==> config.mk <==
export PLATFORM = sky130hd
export DESIGN_NAME = box_drawing_glyph_generator_unit
export DESIGN_NICKNAME = d
export VERILOG_FILES = /design/src/rtl/bdg_pkg.sv /design/src/rtl/bdg_cfg_regs.sv /design/src/rtl/bdg_pixel_eval.sv /design/src/rtl/box_drawing_glyph_generator_unit.sv
export SDC_FILE = /design/constraint.sdc
export NUM_CORES = 1
export LEC_CHECK = 0
export CORE_AREA = 5 5 103 105
export DETAILED_ROUTE_END_ITERATION = 10
export DIE_AREA = 0 0 108 110
export DONT_BUFFER_PORTS = 1
export HOLD_SLACK_MARGIN = 0.03
export PLACE_DENSITY = 0.59
export REMOVE_ABC_BUFFERS = 1
export SLEW_MARGIN = 20
export SYNTH_ARGS = -nofsm -noshare
export SYNTH_HDL_FRONTEND = slang
export SYNTH_HIERARCHICAL = 1
export SYNTH_SLANG_ARGS = --single-unit
==> constraint.sdc <==
create_clock -name clk_i -period 7.16 [get_ports clk_i]
set_clock_uncertainty 0.05 [all_clocks]
set_input_delay 0.358 -clock clk_i [delete_from_list [all_inputs] [get_ports clk_i]]
set_output_delay 0.358 -clock clk_i [all_outputs]
set_load 0.01 [all_outputs]
==> src/rtl/bdg_pkg.sv <==
// box drawing glyph generator: shared types, part masks and glyph table
// no dependencies
package bdg_pkg;

  localparam int GEO_W = 7;   // covers cell sizes up to 64 plus the bar offsets
  localparam int CFG_W = 6;
  localparam int DATA_W = 32;
  localparam int ADDR_W = 3;

  localparam logic REG_CELL_WIDTH  = 1'b0;
  localparam logic REG_CELL_HEIGHT = 1'b1;

  localparam logic [CFG_W-1:0] RST_CELL_WIDTH  = 6'd8;
  localparam logic [CFG_W-1:0] RST_CELL_HEIGHT = 6'd16;

  localparam logic [7:0] FIRST_CODE = 8'd179;
  localparam logic [7:0] LAST_CODE  = 8'd223;
  localparam int NUM_GLYPHS = 45;

  typedef logic [24:0] part_mask_t;

  localparam part_mask_t M_FULL = part_mask_t'(1) << 0;
  localparam part_mask_t M_TOP  = part_mask_t'(1) << 1;
  localparam part_mask_t M_BOT  = part_mask_t'(1) << 2;
  localparam part_mask_t M_LH   = part_mask_t'(1) << 3;
  localparam part_mask_t M_RH   = part_mask_t'(1) << 4;
  localparam part_mask_t M_V1   = part_mask_t'(1) << 5;
  localparam part_mask_t M_V2   = part_mask_t'(1) << 6;
  localparam part_mask_t M_L1S  = part_mask_t'(1) << 7;
  localparam part_mask_t M_L1L  = part_mask_t'(1) << 8;
  localparam part_mask_t M_L2S  = part_mask_t'(1) << 9;
  localparam part_mask_t M_L2L  = part_mask_t'(1) << 10;
  localparam part_mask_t M_R1S  = part_mask_t'(1) << 11;
  localparam part_mask_t M_R1L  = part_mask_t'(1) << 12;
  localparam part_mask_t M_R2S  = part_mask_t'(1) << 13;
  localparam part_mask_t M_R2L  = part_mask_t'(1) << 14;
  localparam part_mask_t M_H1   = part_mask_t'(1) << 15;
  localparam part_mask_t M_H2   = part_mask_t'(1) << 16;
  localparam part_mask_t M_U1L  = part_mask_t'(1) << 17;
  localparam part_mask_t M_U1S  = part_mask_t'(1) << 18;
  localparam part_mask_t M_U2L  = part_mask_t'(1) << 19;
  localparam part_mask_t M_U2S  = part_mask_t'(1) << 20;
  localparam part_mask_t M_D1L  = part_mask_t'(1) << 21;
  localparam part_mask_t M_D1S  = part_mask_t'(1) << 22;
  localparam part_mask_t M_D2L  = part_mask_t'(1) << 23;
  localparam part_mask_t M_D2S  = part_mask_t'(1) << 24;

  // parts lit for each code, first entry is the first handled code
  localparam part_mask_t GLYPH_PARTS [0:NUM_GLYPHS-1] = '{
    M_V1,
    M_V1 | M_L1S,
    M_V1 | M_L1S | M_L2S,
    M_V1 | M_V2 | M_L1S,
    M_L1L | M_D1S | M_D2S,
    M_L1S | M_L2S | M_D1L,
    M_V1 | M_V2 | M_L1S | M_L2S,
    M_V1 | M_V2,
    M_L1S | M_L2L | M_D1S | M_D2L,
    M_L1L | M_L2S | M_U1S | M_U2L,
    M_L1L | M_U1L | M_U2L,
    M_L1S | M_L2S | M_U1L,
    M_L1S | M_D1S,
    M_R1L | M_U1L,
    M_H1 | M_U1L,
    M_H1 | M_D1S,
    M_V1 | M_R1L,
    M_H1,
    M_V1 | M_H1,
    M_V1 | M_R1L | M_R2L,
    M_V1 | M_V2 | M_R1S,
    M_R1L | M_R2S | M_U1L | M_U2S,
    M_R1S | M_R2L | M_D1L | M_D2S,
    M_L2S | M_R2S | M_H1 | M_U1S | M_U2S,
    M_L1S | M_R1S | M_H2 | M_D1S | M_D2S,
    M_V1 | M_R1S | M_R2S | M_U2S | M_D2S,
    M_H1 | M_H2,
    M_V1 | M_V2 | M_L1S | M_L2S | M_R1S | M_R2S | M_U1S | M_U2S | M_D1S | M_D2S,
    M_H1 | M_H2 | M_U1S,
    M_L1L | M_U1L | M_U2L | M_H1,
    M_H1 | M_H2 | M_D1S,
    M_L1L | M_D1S | M_D2S | M_H1,
    M_R1L | M_U1L | M_U2L,
    M_R1L | M_R2L | M_U1L,
    M_R1L | M_R2L | M_D1L,
    M_R1L | M_D1S | M_D2S,
    M_V1 | M_V2 | M_L1S | M_H1,
    M_V1 | M_H1 | M_H2,
    M_L1S | M_U1L,
    M_R1L | M_D1S,
    M_FULL,
    M_BOT,
    M_LH,
    M_RH,
    M_TOP
  };

  // cell geometry, derived from the configured size
  typedef struct packed {
    logic [GEO_W-1:0] fw;
    logic [GEO_W-1:0] fh;
    logic [GEO_W-1:0] latx;
    logic [GEO_W-1:0] ratx;
    logic [GEO_W-1:0] taty;
    logic [GEO_W-1:0] baty;
  } geo_t;

  typedef struct packed {
    logic pixel_on;
    logic handled;
  } pix_res_t;

endpackage

==> src/rtl/bdg_cfg_regs.sv <==
// box drawing glyph generator: cell size registers on the apb port and bar geometry
// depends on bdg_pkg
module bdg_cfg_regs #(
  parameter int MAX_CELL_WIDTH  = 32,
  parameter int MAX_CELL_HEIGHT = 32
) (
  input  logic                         clk_i,
  input  logic                         rst_ni,
  input  logic                         psel,
  input  logic                         penable,
  input  logic                         pwrite,
  input  logic [bdg_pkg::ADDR_W-1:0]   paddr,
  input  logic [bdg_pkg::DATA_W-1:0]   pwdata,
  output logic [bdg_pkg::DATA_W-1:0]   prdata,
  output logic                         pready,
  output bdg_pkg::geo_t                geo_o
);
  import bdg_pkg::*;

  localparam int FwW = $clog2(MAX_CELL_WIDTH + 1);
  localparam int FhW = $clog2(MAX_CELL_HEIGHT + 1);

  logic [CFG_W-1:0] cell_width_q, cell_height_q;
  logic             wr_en;
  logic [FwW-1:0]   fw;
  logic [FhW-1:0]   fh;

  assign wr_en  = psel && penable && pwrite;
  assign pready = 1'b1;

  always_ff @(posedge clk_i or negedge rst_ni) begin
    if (!rst_ni) begin
      cell_width_q  <= RST_CELL_WIDTH;
      cell_height_q <= RST_CELL_HEIGHT;
    end else if (wr_en) begin
      case (paddr[2])
        REG_CELL_WIDTH:  cell_width_q  <= pwdata[CFG_W-1:0];
        REG_CELL_HEIGHT: cell_height_q <= pwdata[CFG_W-1:0];
        default: ;
      endcase
    end
  end

  always_comb begin
    case (paddr[2])
      REG_CELL_WIDTH:  prdata = DATA_W'(cell_width_q);
      REG_CELL_HEIGHT: prdata = DATA_W'(cell_height_q);
      default:         prdata = '0;
    endcase
  end

  // saturate at the largest cell
  always_comb begin
    if (GEO_W'(cell_width_q) > GEO_W'(MAX_CELL_WIDTH)) fw = FwW'(MAX_CELL_WIDTH);
    else fw = FwW'(cell_width_q);
    if (GEO_W'(cell_height_q) > GEO_W'(MAX_CELL_HEIGHT)) fh = FhW'(MAX_CELL_HEIGHT);
    else fh = FhW'(cell_height_q);
  end

  // first bar sits at size/2, one less on even sizes; second bar two further on
  always_comb begin
    geo_o.fw   = GEO_W'(fw);
    geo_o.fh   = GEO_W'(fh);
    geo_o.latx = GEO_W'(fw >> 1) - GEO_W'(!fw[0]);
    geo_o.taty = GEO_W'(fh >> 1) - GEO_W'(!fh[0]);
    geo_o.ratx = geo_o.latx + GEO_W'(2);
    geo_o.baty = geo_o.taty + GEO_W'(2);
  end

endmodule

==> src/rtl/bdg_pixel_eval.sv <==
// box drawing glyph generator: one pixel of a glyph as the union of its parts
// depends on bdg_pkg
module bdg_pixel_eval (
  input  bdg_pkg::geo_t    geo_i,
  input  logic [7:0]       char_code_i,
  input  logic [4:0]       column_i,
  input  logic [4:0]       row_i,
  output bdg_pkg::pix_res_t res_o
);
  import bdg_pkg::*;

  logic [GEO_W-1:0] x, y;
  logic             in_cell, code_ok;
  logic [5:0]       idx;
  part_mask_t       m, hit;
  logic             x_eq_l, x_eq_r, x_le_l, x_le_r, x_ge_l, x_ge_r, x_lt_r;
  logic             y_eq_t, y_eq_b, y_le_t, y_le_b, y_ge_t, y_ge_b, y_lt_b;

  assign x = GEO_W'(column_i);
  assign y = GEO_W'(row_i);

  assign code_ok = (char_code_i >= FIRST_CODE) && (char_code_i <= LAST_CODE);
  assign in_cell = (x < geo_i.fw) && (y < geo_i.fh);
  assign idx     = 6'(char_code_i - FIRST_CODE);
  assign m       = code_ok ? GLYPH_PARTS[idx] : '0;

  // inside the cell the first bar position is never negative, so plain compares do
  assign x_eq_l = x == geo_i.latx;
  assign x_eq_r = x == geo_i.ratx;
  assign x_le_l = x <= geo_i.latx;
  assign x_le_r = x <= geo_i.ratx;
  assign x_ge_l = x >= geo_i.latx;
  assign x_ge_r = x >= geo_i.ratx;
  assign x_lt_r = x < geo_i.ratx;
  assign y_eq_t = y == geo_i.taty;
  assign y_eq_b = y == geo_i.baty;
  assign y_le_t = y <= geo_i.taty;
  assign y_le_b = y <= geo_i.baty;
  assign y_ge_t = y >= geo_i.taty;
  assign y_ge_b = y >= geo_i.baty;
  assign y_lt_b = y < geo_i.baty;

  always_comb begin
    hit = '0;
    if ((m & M_FULL) != '0) hit[0]  = 1'b1;
    if ((m & M_TOP)  != '0) hit[1]  = y_lt_b;
    if ((m & M_BOT)  != '0) hit[2]  = y_ge_b;
    if ((m & M_LH)   != '0) hit[3]  = x_lt_r;
    if ((m & M_RH)   != '0) hit[4]  = x_ge_r;
    if ((m & M_V1)   != '0) hit[5]  = x_eq_l;
    if ((m & M_V2)   != '0) hit[6]  = x_eq_r;
    if ((m & M_L1S)  != '0) hit[7]  = x_le_l && y_eq_b;
    if ((m & M_L1L)  != '0) hit[8]  = x_le_r && y_eq_b;
    if ((m & M_L2S)  != '0) hit[9]  = x_le_l && y_eq_t;
    if ((m & M_L2L)  != '0) hit[10] = x_le_r && y_eq_t;
    if ((m & M_R1S)  != '0) hit[11] = x_ge_r && y_eq_b;
    if ((m & M_R1L)  != '0) hit[12] = x_ge_l && y_eq_b;
    if ((m & M_R2S)  != '0) hit[13] = x_ge_r && y_eq_t;
    if ((m & M_R2L)  != '0) hit[14] = x_ge_l && y_eq_t;
    if ((m & M_H1)   != '0) hit[15] = y_eq_b;
    if ((m & M_H2)   != '0) hit[16] = y_eq_t;
    if ((m & M_U1L)  != '0) hit[17] = x_eq_l && y_le_b;
    if ((m & M_U1S)  != '0) hit[18] = x_eq_l && y_le_t;
    if ((m & M_U2L)  != '0) hit[19] = x_eq_r && y_le_b;
    if ((m & M_U2S)  != '0) hit[20] = x_eq_r && y_le_t;
    if ((m & M_D1L)  != '0) hit[21] = x_eq_l && y_ge_t;
    if ((m & M_D1S)  != '0) hit[22] = x_eq_l && y_ge_b;
    if ((m & M_D2L)  != '0) hit[23] = x_eq_r && y_ge_t;
    if ((m & M_D2S)  != '0) hit[24] = x_eq_r && y_ge_b;
  end

  assign res_o.handled  = code_ok;
  assign res_o.pixel_on = code_ok && in_cell && (hit != '0);

endmodule

==> src/rtl/box_drawing_glyph_generator_unit.sv <==
// box drawing glyph generator, top level: input register, glyph evaluation, result register
// a beat moves from the input register to the result register; one beat per cycle sustained
// the rate is set by the single evaluation stage between the two registers
// a stalled output holds the result register; the input register still takes a beat while
// it is empty or the result register is free; reset clears both valid flags and sets
// the cell to 8 by 16; depends on bdg_pkg, bdg_cfg_regs, bdg_pixel_eval
module box_drawing_glyph_generator_unit #(
  parameter int MAX_CELL_WIDTH  = 32,
  parameter int MAX_CELL_HEIGHT = 32
) (
  input  logic                         clk_i,
  input  logic                         rst_ni,
  // apb configuration port
  input  logic                         psel,
  input  logic                         penable,
  input  logic                         pwrite,
  input  logic [bdg_pkg::ADDR_W-1:0]   paddr,
  input  logic [bdg_pkg::DATA_W-1:0]   pwdata,
  output logic [bdg_pkg::DATA_W-1:0]   prdata,
  output logic                         pready,
  // input beats
  input  logic                         in_valid_i,
  output logic                         in_stall_o,
  input  logic [7:0]                   char_code_i,
  input  logic [4:0]                   column_i,
  input  logic [4:0]                   row_i,
  // result beats
  output logic                         out_valid_o,
  input  logic                         out_stall_i,
  output logic                         pixel_on_o,
  output logic                         handled_o
);
  import bdg_pkg::*;

  geo_t     geo;
  pix_res_t res;

  // input register
  logic       s1_valid_q;
  logic [7:0] code_q;
  logic [4:0] col_q;
  logic [4:0] row_q;

  // result register
  logic       out_valid_q;
  logic       pixel_on_q;
  logic       handled_q;

  logic out_free, s1_adv, in_acc;

  // cell size registers; geometry follows the registers directly, so an item
  // taken right after a write already sees the new size
  bdg_cfg_regs #(
    .MAX_CELL_WIDTH  (MAX_CELL_WIDTH),
    .MAX_CELL_HEIGHT (MAX_CELL_HEIGHT)
  ) u_cfg (
    .clk_i   (clk_i),
    .rst_ni  (rst_ni),
    .psel    (psel),
    .penable (penable),
    .pwrite  (pwrite),
    .paddr   (paddr),
    .pwdata  (pwdata),
    .prdata  (prdata),
    .pready  (pready),
    .geo_o   (geo)
  );

  // glyph evaluation for the beat in the input register
  bdg_pixel_eval u_eval (
    .geo_i       (geo),
    .char_code_i (code_q),
    .column_i    (col_q),
    .row_i       (row_q),
    .res_o       (res)
  );

  // the result register is free when empty or being drained this cycle
  assign out_free   = !out_valid_q || !out_stall_i;
  assign s1_adv     = s1_valid_q && out_free;
  assign in_stall_o = s1_valid_q && !out_free;
  assign in_acc     = in_valid_i && !in_stall_o;

  always_ff @(posedge clk_i or negedge rst_ni) begin
    if (!rst_ni) begin
      s1_valid_q  <= 1'b0;
      out_valid_q <= 1'b0;
    end else begin
      // input register refills or empties as its beat moves on
      if (in_acc) begin
        s1_valid_q <= 1'b1;
      end else if (s1_adv) begin
        s1_valid_q <= 1'b0;
      end
      out_valid_q <= s1_adv || (out_valid_q && out_stall_i);
    end
  end

  // payload registers, no reset needed
  always_ff @(posedge clk_i) begin
    if (in_acc) begin
      code_q <= char_code_i;
      col_q  <= column_i;
      row_q  <= row_i;
    end
    if (s1_adv) begin
      pixel_on_q <= res.pixel_on;
      handled_q  <= res.handled;
    end
  end

  assign out_valid_o = out_valid_q;
  assign pixel_on_o  = pixel_on_q;
  assign handled_o   = handled_q;

  // a lit pixel always belongs to a handled code
  a_lit_is_handled: assert property (@(posedge clk_i) disable iff (!rst_ni)
    out_valid_o && pixel_on_o |-> handled_o)
    else $error("lit pixel on an unhandled code");

  // an accepted beat sits in the input register on the next cycle
  a_accept_loads: assert property (@(posedge clk_i) disable iff (!rst_ni)
    in_valid_i && !in_stall_o |=> s1_valid_q)
    else $error("accepted beat lost before evaluation");

  // both registers full and output held back means no new beat may enter
  a_full_stalls: assert property (@(posedge clk_i) disable iff (!rst_ni)
    s1_valid_q && out_valid_q && out_stall_i |-> in_stall_o)
    else $error("input taken while pipeline full");

  // a beat in the input register with a free result register moves on
  a_advance: assert property (@(posedge clk_i) disable iff (!rst_ni)
    s1_valid_q && !(out_valid_q && out_stall_i) |=> out_valid_q)
    else $error("evaluated beat did not reach the result register");

endmodule

### Word level (Yosys, flattened, before mapping)

Memories as Yosys holds them, arrays and structs flattened.
Index checks and enable logic that the tools add are counted.

* bits in writable memories: 0
* latch bits: 0
* memories: 1
* memory bits (read-only): 1600
* register bits after elaboration: 34
* output and inout bits: 37
* bits of input ports: 60

* reduce and logical (&&, ||, !) cells: 38
* add/subtract/negate cells: 5
* shift operators: 0
* bitwise operators: 2
* multipliers: 0
* $lt $le $gt $ge: 17
* eq/ne operators: 4
* muxes and demuxes: 33
* divide/modulo/power cells: 0

Memory list
* (name not given): words 64, bits a word 25, read ports 1, clocked after memory_dff 0, write ports 0, RTL line bdg_pixel_eval.sv:25 `assign m = code_ok ? GLYPH_PARTS[idx] : '0;`

Operator list (number)
* $mux W25: 3
* $pmux W32 S2: 1
* $eq A5 B7 Y1: 4
* $ge A5 B7 Y1: 4
* $le A5 B7 Y1: 4
* $mux W1: 27
* $logic_and A1 B1 Y1: 26
* $reduce_bool A25 Y1: 1
* $add A7 B2 Y7 const B: 2
* $lt A5 B7 Y1: 2
* $gt A6 B6 Y1 const B: 2
* $lt A5 B6 Y1: 2
* $mux W6: 2
* $sub A5 B1 Y6: 2
* $ge A8 B8 Y1 const B: 1
* $le A8 B8 Y1 const B: 1
* $ge A7 B7 Y1 const B: 1
* $not A6 Y7: 1
* $logic_not A1 Y1: 6
* $sub A6 B6 Y6 const B: 1
* $reduce_and A2 Y1: 2
* $logic_or A1 B1 Y1: 2
* $reduce_bool A2 Y1: 1
* $not A1 Y1: 1

### Longest topological paths before layout

* depth in word-level cells: 10
* gate-level depth with buffers: 19
* gate-level depth less buffers: 18

### By module

The synthesis kept the hierarchy.

Modules (own cells, without submodules)
* bdg_pixel_eval: times used 1, seq. area each 0.0 um^2, cells each 338, area an instance 2238.4 um^2
* bdg_cfg_regs: times used 1, seq. area each 302.8 um^2, cells each 151, area an instance 1286.2 um^2
* box_drawing_glyph_generator_unit: times used 1, seq. area each 650.6 um^2, cells each 28, area an instance 693.2 um^2

### Worst setup path before layout

OpenSTA, ideal clock, no wires.

* path type: reg2reg
* start point: reg u_cfg.cell_height_q[5]
* end point: reg pixel_on_q (netlist: pixel_on_o), data pin
* stages on the path, launching flop included: 18
* setup time: 269 ps
* slack: 3263 ps
* arrival: 3578 ps
* cell sequence: dfrtp_1 clkbuf_1 nand2b_1 ha_1 ha_1 inv_1 ha_1 xor2_1 inv_1 ha_1 nor4bb_1 a21boi_0 o21ai_0 and2_1 a41o_1 nor4_1 and4_1 a31oi_1

RTL lines
* from (decl): RTL line bdg_cfg_regs.sv:23 `logic [CFG_W-1:0] cell_width_q, cell_height_q;`
* from (signal assigned): RTL line bdg_cfg_regs.sv:38 `REG_CELL_HEIGHT: cell_height_q <= pwdata[CFG_W-1:0];`
* to (signal assigned): RTL line box_drawing_glyph_generator_unit.sv:107 `pixel_on_q <= res.pixel_on;`
* to (decl): RTL line box_drawing_glyph_generator_unit.sv:46 `logic pixel_on_q;`

==> impl_metrics.tcl <==
set metrics [dict create \
    crit_type "flop to flop" \
    cts_max_path_buffers 2 \
    power_switching_uw 469.7 \
    hold_path_class "input pin to flop" \
    syn_to_final_growth_pct -0.7119 \
    crit_chain "nand2b_1 -> ha_1 -> ha_1 -> xor2_1 -> ha_1 -> xor2_1 -> inv_1 -> ha_1 -> nor4bb_1 -> nand4_1 -> nor3_1 -> o31ai_1 -> o221ai_1 -> a2111oi_0 -> and4_1 -> a31oi_1" \
    slowest_stage "dfrtp_1" \
    cts_buffers 5 \
    ant_nets 0 \
    synth-async-reset-ratio_pct 41.18 \
    dr_wl_met3_um 710 \
    ir_drop_mv 0.1604 \
    firstDrtPassIters 5 \
    clk_pin_slew_ns 0.07 \
    pwr-share-comb_pct 58.1 \
    layout_common_cells "inv_1 (46), ha_1 (39), nand2_1 (31)" \
    worstPathMaxFanout 15 \
    cpPeakStageDelay_ns 0.57 \
    synth_cells 517 \
    slew_headroom_pct 32.46 \
    hpwl_um 7926 \
    power_frac_clock_pct 14.7 \
    antenna_found_initial 0 \
    clk_latency_ns 0.30 \
    drt_iter0_markers 172 \
    cts_tree "done" \
    drc 0 \
    synth_warnings 6 \
    rows 36 \
    crit_family "simple AND/OR/NAND/NOR gates" \
    finalMaxSlewViolations 0 \
    p_leak_uw 0.001761 \
    cp-end-kind "flop" \
    pre_cts_ws_ns 2.462 \
    netlist_area_um2 4218 \
    fillers 982 \
    period_needed_ns 4.760 \
    status "completed" \
    pwr_density_cell_nw_per_um2 245.4 \
    fin_setup_tns_ns 0 \
    totalWireLength_um 10310 \
    grt_overflow_total 0 \
    crit_top_cell "ha_1" \
    wl_met2_um 4936 \
    netlist.area_leader.share_pct 14.24 \
    synth-edff-count 20 \
    rsz0062_at_grt "false" \
    cp.required_ns 7.21 \
    fp.dieH_um 110 \
    synth_seq_area_share_pct 22.60 \
    dominantRegCellSynth "edfxtp_1" \
    avgSynthCellArea_um2 8.158 \
    cts_resized 0 \
    mostFrequentLayoutCell "inv_1" \
    chipWidth_um 108 \
    start_util_pct 44.17 \
    dieArea_um2 11880 \
    drive_above_1_share_pct 9.756 \
    post-route-worst-setup-slack_ns 2.400 \
    clkSinkCount 34 \
    hold_violations 0 \
    m1WireLength_um 4511 \
    nNetsFinal 590 \
    gp_congestion 0.9201 \
    via_count 3587 \
    regArea_um2 953.4 \
    portBuffers 0 \
    synth_area_leader_cell "edfxtp_1" \
    startpoint_type "flop" \
    finalCritPeriodShare_pct 66.48 \
    grt_pass1_vias 3323 \
    h-tree-depth 2 \
    synth_seq_cells 34 \
    cts_root_buf "clkbuf_8" \
    crit_buf_inv 1 \
    vias_per_cell 5.739 \
    fin_util_pct 43.85 \
    clock.fmax_ghz 0.2101 \
    swShare_pct 45.70 \
    worst_pin_slew_ns 1.006 \
    setup_viol 0 \
    top_layer "met4" \
    wire_per_inst_um 16.50 \
    grt_max_degree 29 \
    num_antenna_cells 0 \
    worstPathArrival_ns 4.81 \
    pin_count 97 \
    max-cap-violations 0 \
    track_usage_pct 17.11 \
    multi_input_area_um2 2773 \
    core_area_um2 9549 \
    synth_cell_type_count 81 \
    pwr-share-seq_pct 27.2 \
    synthTopCellsByArea "edfxtp_1 (14%), ha_1 (12%), dfrtp_1 (7.1%)" \
    grt_pass1_wl_um 16370 \
    p_int_uw 558.1 \
]
-- metrics by stage --
step	std cells	total power [uW]	instance area (um^2)	hold slack [ns]
floorplan	481	733.7	3902	0.01241
global placement	616	854.0	4084	0.01284
detailed placement	616	867.9	4084	0.01285
CTS	625	1026	4188	0.09072
global route	625	1128	4188	0.08929
finish	625	1028	4188	0.1027
-- metal layers --
metal  global-route usage [%]  vias up
li1                         -     1766
met4                    5.861        0
met3                    3.378       16
met1                    22.05     1677
met2                    28.73      128
met5                        0        -
-- synth_stat cells (3+ instances only) --
cell / n
o21a_1: 5
ha_1: 39
or3_1: 4
buf_6: 3
nand2b_1: 11
nor2_1: 29
nand4_1: 5
o21ai_0: 27
o311ai_0: 3
a31oi_1: 8
nor3_1: 16
a21o_1: 5
nand3b_1: 6
xnor2_1: 6
nand2_1: 31
o211ai_1: 6
and3_1: 9
nor4_1: 6
buf_2: 9
nand3_1: 21
edfxtp_1: 20
inv_1: 46
clkbuf_1: 14
a311oi_1: 3
dfrtp_1: 12
xor2_1: 4
nor2b_1: 7
a21boi_0: 4
mux2_2: 18
a41o_1: 3
a21oi_1: 27
buf_4: 36
and2_1: 3
o31ai_1: 4
a2111oi_0: 4
o22ai_1: 4
a211oi_1: 5
-- path summary, 6_finish.rpt --
check | startpoint | endpoint | slack, ns | cells after the start
max reg2reg | u_cfg/cell_height_q[5] | pixel_on_o | 2.40 | 16
min in group asynchronous | rst_ni | u_cfg/cell_width_q[5] | 0.47 | 1
max | u_cfg/cell_height_q[5] | pixel_on_o | 2.40 | 16
max in group asynchronous | rst_ni | out_valid_o | 6.19 | 1
min | row_i[4] | row_q[4] | 0.10 | 0
min reg2reg | s1_valid_q | out_valid_o | 0.46 | 1
-- sequential cells by signal, summed over array words and instances (netlist names) --
| signal | cells |
|---|---|
| code_q | 8 |
| col_q | 5 |
| handled_o | 1 |
| out_valid_o | 1 |
| pixel_on_o | 1 |
| row_q | 5 |
| s1_valid_q | 1 |
| u_cfg/cell_height_q | 6 |
| u_cfg/cell_width_q | 6 |
-- power groups by stage --
stage / Clock, uW / Sequential (uW) / Combinational [uW]
after global placement: 0 / 282 / 573
after detailed placement: 0 / 283 / 585
after CTS: 155 / 279 / 592
after global routing: 165 / 285 / 678
after floorplan: 0 / 270 / 463
final: 151 / 280 / 597
-- cells by family (layout without fill, tap and decap cells) --
kind of cell	Yosys count	in the layout	share of synthesized area (%)
AND/OR/NAND/NOR	168	168	21.86
multiplexers	19	19	5.043
flip-flops	34	34	22.60
buffers and inverters	110	58	14.06
AO/OA/AOI/OAI	133	133	21.98
XOR/XNOR	11	11	2.462
other	2	29	0.1781
adder cells (fa/ha/maj)	40	40	11.81
-- cell type report --
class,instances,area share (%)
clock buffers,6,1.972
repair buffers,3,0.5975
well taps,133,3.974
flip-flops and latches,34,22.77
inverters,47,4.213
clock inverters,2,0.2689
multi-input cells,400,66.21
-- repair_timing --
action	in CTS	in global routing
setup buffers	0	0
hold endpoints to repair	14	0
hold buffers	1	0
endpoints found under the setup margin	0	0
Note: power is estimated with default switching activity, not from simulation.
